## src/design/tnvt_pkg.sv

```systemverilog
// package for the top-n value tracker: entry record, cell control group,
// register indexes, action codes and defaults. no dependencies.
package tnvt_pkg;

	localparam int DEF_MAX_ENTRIES = 16;
	localparam logic [4:0] LIST_SIZE_RST = 5'd16;

	// configuration register indexes
	localparam logic [0:0] CFG_KEEP_SMALLEST = 1'b0;
	localparam logic [0:0] CFG_LIST_SIZE = 1'b1;

	// input action codes
	localparam logic ACT_OFFER = 1'b0;
	localparam logic ACT_READ = 1'b1;

	typedef struct packed {
		logic signed [31:0] value;
		logic [30:0] element;
		logic signed [31:0] part;
		logic [15:0] step;
		logic signed [31:0] stime;
	} entry_t;

	typedef struct packed {
		logic insert;
		logic shift_up;
		logic keep_smallest;
		logic not_full;
	} cell_ctl_t;

endpackage

```

## src/design/tnvt_cell.sv

```systemverilog
// one cell of the sorted list: holds a single entry, compares the offered
// sample with it and shifts with its neighbors. uses tnvt_pkg.
module tnvt_cell import tnvt_pkg::*; #(
	parameter int MAX_ENTRIES = DEF_MAX_ENTRIES,
	parameter int IDX = 0,
	localparam int UW = $clog2(MAX_ENTRIES + 1)
) (
	input logic clk,
	input cell_ctl_t ctl,
	input logic [UW-1:0] used_eff,
	input entry_t sample,
	input entry_t prev_entry,
	input entry_t next_entry,
	input logic taken_in,
	output logic taken_out,
	output entry_t entry
);

	entry_t entry_q;
	logic in_range;
	logic beat;
	logic at_tail;
	logic take_sample;
	logic take_prev;

	assign in_range = UW'(IDX) < used_eff;
	assign beat = in_range & (ctl.keep_smallest ? (sample.value < entry_q.value)
		: (sample.value > entry_q.value));
	assign at_tail = (UW'(IDX) == used_eff) & ctl.not_full;
	assign taken_out = taken_in | beat;
	// first beaten entry, or the free slot after the last one
	assign take_sample = ctl.insert & ~taken_in & (beat | at_tail);
	assign take_prev = ctl.insert & taken_in;

	always_ff @(posedge clk) begin
		if (take_sample) begin
			entry_q <= sample;
		end else if (take_prev) begin
			entry_q <= prev_entry;
		end else if (ctl.shift_up) begin
			entry_q <= next_entry;
		end
	end

	assign entry = entry_q;

endmodule
```

## config.mk

```make
export PLATFORM = sky130hd
export DESIGN_NAME = tnvt_cell
export DESIGN_NICKNAME = d
export VERILOG_FILES = /design/src/design/tnvt_pkg.sv /design/src/design/tnvt_cell.sv
export SDC_FILE = /design/constraint.sdc
export NUM_CORES = 1
export LEC_CHECK = 0
export BUFFER_PORTS_ARGS = -buffer_cell sky130_fd_sc_hd__buf_2
export CAP_MARGIN = 20
export CORE_AREA = 2 2 225 227
export DETAILED_ROUTE_END_ITERATION = 8
export DIE_AREA = 0 0 227 229
export PLACE_DENSITY = 0.51
export SLEW_MARGIN = 20
export SYNTH_ARGS = -nofsm -noshare
export SYNTH_HDL_FRONTEND = slang
export SYNTH_SLANG_ARGS = --single-unit
```

## constraint.sdc

```tcl
create_clock -name clk -period 8 [get_ports clk]
set_input_delay 1.6 -clock clk [delete_from_list [all_inputs] [get_ports clk]]
set_output_delay 1.6 -clock clk [all_outputs]
set_load 0.03 [all_outputs]
```

* Word level (Yosys, flattened, before mapping)
Index checks and enable logic that the tools add are counted.
Operators by class: magnitude comparators 3, mux-type cells 4, bitwise operators 8, reductions and logical operators 2
Operators with widths (count):
- $mux 143 | 3
- $gt 32x32->1 | 1
- $lt 32x32->1 | 1
- $and 1x1->1 | 5
- $logic_not 5->1 | 1
- $lt 1x5->1 const A | 1
- $reduce_bool 3->1 | 1
- $or 1x1->1 | 2
- $mux 1 | 1
- $not 1->1 | 1
Storage, ports and cells: register bits after elaboration 143, input bits 440, output and inout bits 144, word-level logic and storage cells 22

* Logic depth before layout (Yosys ltp)
Gate-level depths: netlist of the first run.
depth in word-level cells 6, mapped depth 12, mapped depth without buffers 10

* Worst setup path before layout of the first run
Ideal clock, no wire load.
path type input port to flip-flop, start point in sample[122] in the netlist's numbering, end point reg entry_q, in the netlist entry[0], enable pin, library setup time 452 ps, data arrival time 5468 ps, required time 7548 ps, path slack 2080 ps, cell stages on the path 10, path buffers 1, cell sequence ha_1 -> a21oi_1 -> o21a_1 -> o2bb2ai_1 -> o41a_1 -> o41ai_2 -> mux2i_1 -> a21oi_2 -> buf_4 -> or3b_2
On the way: word-level cells in the longest chain between the ends 6, elaborated cells between the ends (all ways) 7, those cells by class order compare (2); mux (1); bitwise (3); reduce/logical (1)
Ends and longest elaborated chain:
- from (decl) | line tnvt_cell.sv:11 | input entry_t sample,
- $gt 32x32->1 or $lt 32x32->1 (tied branches) | line tnvt_cell.sv:28, tnvt_cell.sv:27
- $mux 1 * | line tnvt_cell.sv:27 | assign beat = in_range & (ctl.keep_smallest ? (sample.value < entry_q.value)
- $and 1x1->1 * | line tnvt_cell.sv:27
- $or 1x1->1 * | line tnvt_cell.sv:32 | assign take_sample = ctl.insert & ~taken_in & (beat | at_tail);
- $and 1x1->1 * | line tnvt_cell.sv:32
- $reduce_bool 3->1 (no line) *
- to (signal assigned) | line tnvt_cell.sv:37 | entry_q <= sample;
- to (signal assigned) | line tnvt_cell.sv:39 | entry_q <= prev_entry;
- to (signal assigned) | line tnvt_cell.sv:41 | entry_q <= next_entry;
- to (decl) | line tnvt_cell.sv:19 | entry_t entry_q;
Mark *: on every way between the ends. The rest lies on a longest branch, timed or not. A chain may end at the register's enable or synchronous reset.

* Worst setup path in the final report of the first run
start point in sample[122] in the netlist's numbering, end point out taken_out
On the way: word-level cells in the longest chain between the ends 4, elaborated cells between the ends (all ways) 5, those cells by class order compare (2); mux (1); bitwise (2)
Ends and longest elaborated chain:
- $gt 32x32->1 or $lt 32x32->1 (tied branches) | line tnvt_cell.sv:28, tnvt_cell.sv:27
- $mux 1 * | line tnvt_cell.sv:27
- $and 1x1->1 * | line tnvt_cell.sv:27
- $or 1x1->1 * | line tnvt_cell.sv:30 | assign taken_out = taken_in | beat;
- to (decl) | line tnvt_cell.sv:15 | output logic taken_out,
Marks and branches as above.

==> flow_metrics.env, run 1 <==
export IMPL_num_rows=82
export IMPL_num_vias=7073
export IMPL_cts_htree_levels=4
export IMPL_clockRootBuffer="clkbuf_16"
export IMPL_ys_warn_count=0
export IMPL_die_h_um=229
export IMPL_postSynthCellCount=585
export IMPL_maxSlewViolCount=0
export IMPL_critPathMaxFanout=3
export IMPL_crit_required_ps=6400
export IMPL_synthFlopType="edfxtp_1"
export IMPL_dr_pass1_iters=4
export IMPL_yosys_area_top_type="edfxtp_1"
export IMPL_async_flop_share=0
export IMPL_synth_area_um2=8566
export IMPL_grt_pass1_vias=7499
export IMPL_grt_pass1_wl_um=44020
export IMPL_synth_seq_cells=143
export IMPL_hold_class="primary input to register"
export IMPL_drc_errors=0
export IMPL_crit_type="primary input to output pin"
export IMPL_synth_top_family_by_area="multiplexers"
export IMPL_p_leak_nw=5.720
export IMPL_synth_compound_area_frac=0.02103
export IMPL_yosysSeqAreaShare=0.5013
export IMPL_synth_xor_area_share=0
export IMPL_synth_top_cell_area_share=0.5013
export IMPL_ctsHoldBuffers=0
export IMPL_synth_adder_area_share=0.04674
export IMPL_synth_most_common_cell="mux2_2"
export IMPL_synth_area_per_cell_um2=14.64
export IMPL_globalplace_congestion=0.8320
export IMPL_ys_types=35
export IMPL_antenna_found_initial=9
export IMPL_setup_viol=0
export IMPL_ys_top_cells_by_count="mux2_2 (225), edfxtp_1 (143), mux2_1 (59), inv_1 (33), ha_1 (32)"
export IMPL_largest_reg_flops=143
export IMPL_post_dp_hpwl_um=26060
export IMPL_worstMarginPinSlew_ps=797.6
export IMPL_setup_tns_final_ps=0
export IMPL_syn_nets=1057
export IMPL_max_freq_mhz=177.0
export IMPL_fp_dieW_um=227
export IMPL_powerDensity_nw_per_um2=191.5
export IMPL_synth_area_top_cells="edfxtp_1 (50%), mux2_2 (30%), mux2_1 (7.8%), ha_1 (4.7%), inv_1 (1.4%)"
export IMPL_end_kind="output pin"
export IMPL_core_um2=49660
export IMPL_cts_buffer_depth=2
export IMPL_crit_arrival_ps=4050
export IMPL_ctsResizeCount=0
export IMPL_status="finished clean"
export IMPL_vias_per_cell=3.817
export IMPL_initial_core_util=0.1725
export IMPL_synth_edf_count=143
export IMPL_numCtsBuffers=17
export IMPL_synth_simple_area_share=0.01957
export IMPL_wirelength_um=31410
export IMPL_drt_iter0_markers=257
export IMPL_synthMuxAreaShare=0.3769
export IMPL_ir_worst_vdd_uv=118.1
export IMPL_route_detailed_wl_per_inst_um=16.95
export IMPL_track_usage=0.1176
export IMPL_place_port_buffers=583
export IMPL_r2r_slack_ps=3950
export IMPL_min_period_ps=5649
export IMPL_grt_max_degree=78
export IMPL_post_cts_buffers=0
export IMPL_nNetsFinal=1636
export IMPL_cts_sinks=143
export IMPL_io_pins=584
export IMPL_maxCapViolations=0
export IMPL_finalCritPeriodShare=0.7061
export IMPL_finalPower_w=0.002462
export IMPL_slew_headroom=0.4682
export IMPL_clock_skew_ps=12.42
export IMPL_path_clk_slew_ps=60
export IMPL_areaGrowthSynthToFinish_pct=50.06
export IMPL_rsz0062_at_grt="no"
export IMPL_worst_setup_path_start_kind="primary input"
export IMPL_drtAntennaViolNets=0
export IMPL_grt_overflow_total=0
export IMPL_insertion_delay_ps=470
export IMPL_cts_tree="done"
export IMPL_final_layout_size_suffix_gt1_frac=0.7213
export IMPL_die_area_um2=51980
export IMPL_hold_violations=0
==> through the flow <==
stage | worst slack, ps | cells | hold slack, ps | area (um2) | utilization
floorplan | 2080 | 585 | 1673 | 8566 | -
global placement | 2311 | 1817 | 1747 | 12250 | 0.2466
detailed placement | 2348 | 1817 | 1758 | 12250 | 0.2466
CTS | 2329 | 1849 | 1358 | 12840 | 0.2586
global route | 2234 | 1850 | 1379 | 12850 | 0.2587
finish | 2351 | 1853 | 1420 | 12850 | 0.2588
==> final cells by class <==
cell class	count	area, um2
diodes	4	10.01
clock buffers	18	429.2
clock inverters	14	166.4
fillers	5326	36800
inverters	33	123.9
multi-input cells	379	3994
flip-flops and latches	143	4294
well taps	672	840.8
repair buffers	590	2995
==> critical path, stage by stage <==
cell	delay, ps
buf_2	140
ha_1	340
a21oi_1	140
o21a_1	140
o2bb2ai_1	70
o41a_1	430
o41ai_2	370
mux2i_1	380
inv_1	80
a21o_1	190
buf_2	170
==> final timing paths <==
kind                     from          to  cells after the start
setup / recovery  sample[122]   taken_out                     11
hold / removal     sample[85]   entry[85]                      2
setup reg to reg   entry[142]   entry[24]                     12
hold reg to reg    entry[142]  entry[111]                      7
==> power breakdown <==
group	leakage (nW)	internal, W	total, W	switching (W)
clock	0.286	0.000489	0.000833	0.000344
sequential	1.44	0.000937	0.000967	0.0000297
combinational	3.99	0.000276	0.000662	0.000387
==> layout by cell type, fill, tap and decap left out, drive strengths merged, types with 3 or more instances in the layout <==
| master | instances |
|---|---|
| buf | 590 |
| mux2 | 284 |
| edfxtp | 143 |
| inv | 35 |
| ha | 32 |
| clkbuf | 18 |
| a21oi | 13 |
| nand2 | 11 |
| clkinv | 7 |
| nand4 | 6 |
| o21ai | 5 |
| diode | 4 |
| nor2 | 3 |
| mux2i | 3 |
| bufinv | 3 |
==> kinds of logic after synthesis <==
family,Yosys count
fa+ha+maj,32
compound gates,28
buf+inv,63
flops,143
simple gates,32
mux,287
==> per-layer routing <==
layer,GRT usage,vias up,share of wire
met2,0.2204,358,0.53
met4,0.04126,0,0.017
met1,0.1190,3274,0.37
li1,-,3403,-
met3,0.04118,38,0.088
met5,0,-,0
Note: power is estimated with default switching activity, not from simulation.
==> run 2: changes to the inputs <==
CORE_AREA = 2 2 230 232   (was 2 2 225 227)
DIE_AREA = 0 0 232 234   (was 0 0 227 229)
PLACE_DENSITY = 0.5   (was 0.51)
clock period = 5.7 ns   (was 8 ns; I/O delays follow)
==> run 2 against run 1 <==
- clock-buffer cell count decreased by 1
- total power increased by 41%
- highest routed layer is now met5
- critical path type unchanged
- largest power group unchanged
- flip-flop and latch count unchanged
- first-iteration DRC count decreased by 42%
- die area increased by 4.4%
- worst hold slack got worse by 460 ps
- clock power increased by 43%
- critical endpoint unchanged
- wire length increased by 0.83%
- core utilization decreased by 1.1 points
==> flow_metrics.env, run 2 (synthesis results as in run 1) <==
export IMPL_cpMostUsedCell="buf_2"
export IMPL_finalCritPeriodShare=0.8583
export IMPL_nNetsFinal=1634
export IMPL_ctsHoldBuffers=0
export IMPL_crit_arrival_ps=3750
export IMPL_numCtsBuffers=17
export IMPL_layout_commonest_cell="buf_2"
export IMPL_grt_overflow_total=0
export IMPL_cts_htree_levels=4
export IMPL_dp_cells=1831
export IMPL_cts_tree="done"
export IMPL_end_kind="output pin"
export IMPL_clock_skew_ps=14.00
export IMPL_critPathMaxFanout=3
export IMPL_maxSlewViolCount=0
export IMPL_status="finished clean"
export IMPL_place_port_buffers=583
export IMPL_initial_core_util=0.1646
export IMPL_wirelength_um=31670
export IMPL_crit_path_start="sample[122]"
export IMPL_globalplace_congestion=0.8415
export IMPL_insertion_delay_ps=470
export IMPL_maxCapViolations=0
export IMPL_cp_num_cells=11
export IMPL_fp_dieW_um=232
export IMPL_setup_tns_final_ps=0
export IMPL_crit_required_ps=4560
export IMPL_min_period_ps=4892
export IMPL_timing_hold_ws_ps=961.1
export IMPL_core_um2=52020
export IMPL_endpoint="taken_out"
export IMPL_max_stage_delay_ps=560
export IMPL_r2r_cells=11
export IMPL_antenna_found_initial=7
export IMPL_worstMarginPinSlew_ps=866.8
export IMPL_post_dp_hpwl_um=25960
export IMPL_drtAntennaViolNets=0
export IMPL_route_detailed_wl_per_inst_um=16.97
export IMPL_num_rows=84
export IMPL_setup_viol=0
export IMPL_largest_reg_flops=143
export IMPL_path_delay_family="compound AO/OA/AOI/OAI gates"
export IMPL_powerDensity_nw_per_um2=269.7
export IMPL_r2r_end="entry[24]"
export IMPL_areaGrowthSynthToFinish_pct=50.54
export IMPL_r2r_slack_ps=1870
export IMPL_dr_pass1_iters=6
export IMPL_hold_path_depth=2
export IMPL_path_clk_slew_ps=60
export IMPL_grt_max_degree=144
export IMPL_die_area_um2=54290
export IMPL_vias_per_cell=3.794
export IMPL_hold_violations=0
export IMPL_multi_input_comb_area_um2=3994
export IMPL_cts_sinks=143
export IMPL_post_cts_buffers=0
export IMPL_max_freq_mhz=204.4
export IMPL_reg2reg_from="entry[137]"
export IMPL_crit_type="primary input to output pin"
export IMPL_grt_pass1_vias=7144
export IMPL_drc_errors=0
export IMPL_die_h_um=234
export IMPL_regArea_um2=4294
export IMPL_slew_headroom=0.4222
export IMPL_ir_worst_vdd_uv=197.1
export IMPL_cp_buffers_inverters=3
export IMPL_worst_setup_path_start_kind="primary input"
export IMPL_final_cell_mix="buf_2 (583), mux2_2 (225), edfxtp_1 (143), mux2_1 (59), inv_1 (33)"
export IMPL_clockRootBuffer="clkbuf_16"
export IMPL_hold_class="primary input to register"
export IMPL_final_cells=1866
export IMPL_grt_pass1_wl_um=43580
export IMPL_track_usage=0.1122
export IMPL_cp_cell_sequence="buf_2 > ha_1 > a21oi_1 > o21a_1 > o2bb2ai_1 > o41a_1 > o41ai_2 > mux2i_1 > inv_1 > a21o_1 > buf_2"
export IMPL_num_vias=7080
export IMPL_drt_iter0_markers=149
export IMPL_p_leak_nw=5.725
export IMPL_final_layout_size_suffix_gt1_frac=0.7226
export IMPL_rsz0062_at_grt="no"
export IMPL_ctsResizeCount=0
export IMPL_fill_cells=5562
export IMPL_crit_path_top_delay_cell="mux2i_1"
export IMPL_cts_buffer_depth=2
export IMPL_io_pins=584
[run 2: cell types whose count changed in the layout (fill, tap and decap cells not counted)]
cell / change
clkinv_2: -1
buf_4: -4
clkinv_1: -1
inv_6: +2
clkinv_4: +1
diode_2: -1
buf_12: +2
clkbuf_1: -1
[run 2: layer usage]
metal	vias up	GRT usage	share of wire	wire length (um)
li1	3398	-	-	-
met1	3301	0.1170	0.38	11970
met2	344	0.2045	0.52	16530
met3	35	0.03928	0.077	2442
met4	2	0.04688	0.023	717
met5	-	0	0.00025	8
[run 2: power breakdown]
group	leakage, nW	internal [W]	switching, W
registers	1.44	0.00132	0.0000375
logic	3.99	0.000387	0.000549
clock network	0.292	0.000692	0.000497
total	5.73	0.00239	0.00108
[run 2: worst reg2reg max path, stage by stage (launching register included)]
cell and delay [ps]:
edfxtp_1 370, inv_1 50, ha_1 300, nand4_1 200, or2_2 340, nor3_1 340, o41a_1 260, o41ai_2 100
mux2i_1 470, a21oi_4 160, or3b_4 410, buf_12 270
[run 2: metrics by stage]
stage          setup WS, ps  utilization  power [W]  area [um2]
5_1_grt               638.6       0.2477   0.003660       12890
3_3_place_gp          778.2       0.2360   0.002317       12280
3_5_place_dp          754.1       0.2360   0.002326       12280
2_1_floorplan         239.9            -   0.001946        8566
4_1_cts               746.2       0.2477   0.003560       12890
6_report              807.8       0.2479   0.003478       12890
[run 2: worst min path at each step]
stage | slack, ps | endpoint | start
final | 960 | entry[96] | sample[96]
after global routing | 920 | entry[108] | sample[108]
after CTS | 900 | entry[96] | sample[96]
after detailed placement | 1430 | entry[96] | sample[96]
after global placement | 1430 | entry[101] | sample[101]
after floorplan | 1340 | entry[100] | sample[100]
[run 2: area by class of cell]
cell class / count / area share
flip-flops and latches: 143 / 0.3330
multi-input cells: 379 / 0.3097
repair buffers: 588 / 0.2331
well taps: 688 / 0.06676
clock buffers: 17 / 0.03299
clock inverters: 15 / 0.01426
inverters: 33 / 0.009606
diodes: 3 / 0.0005822
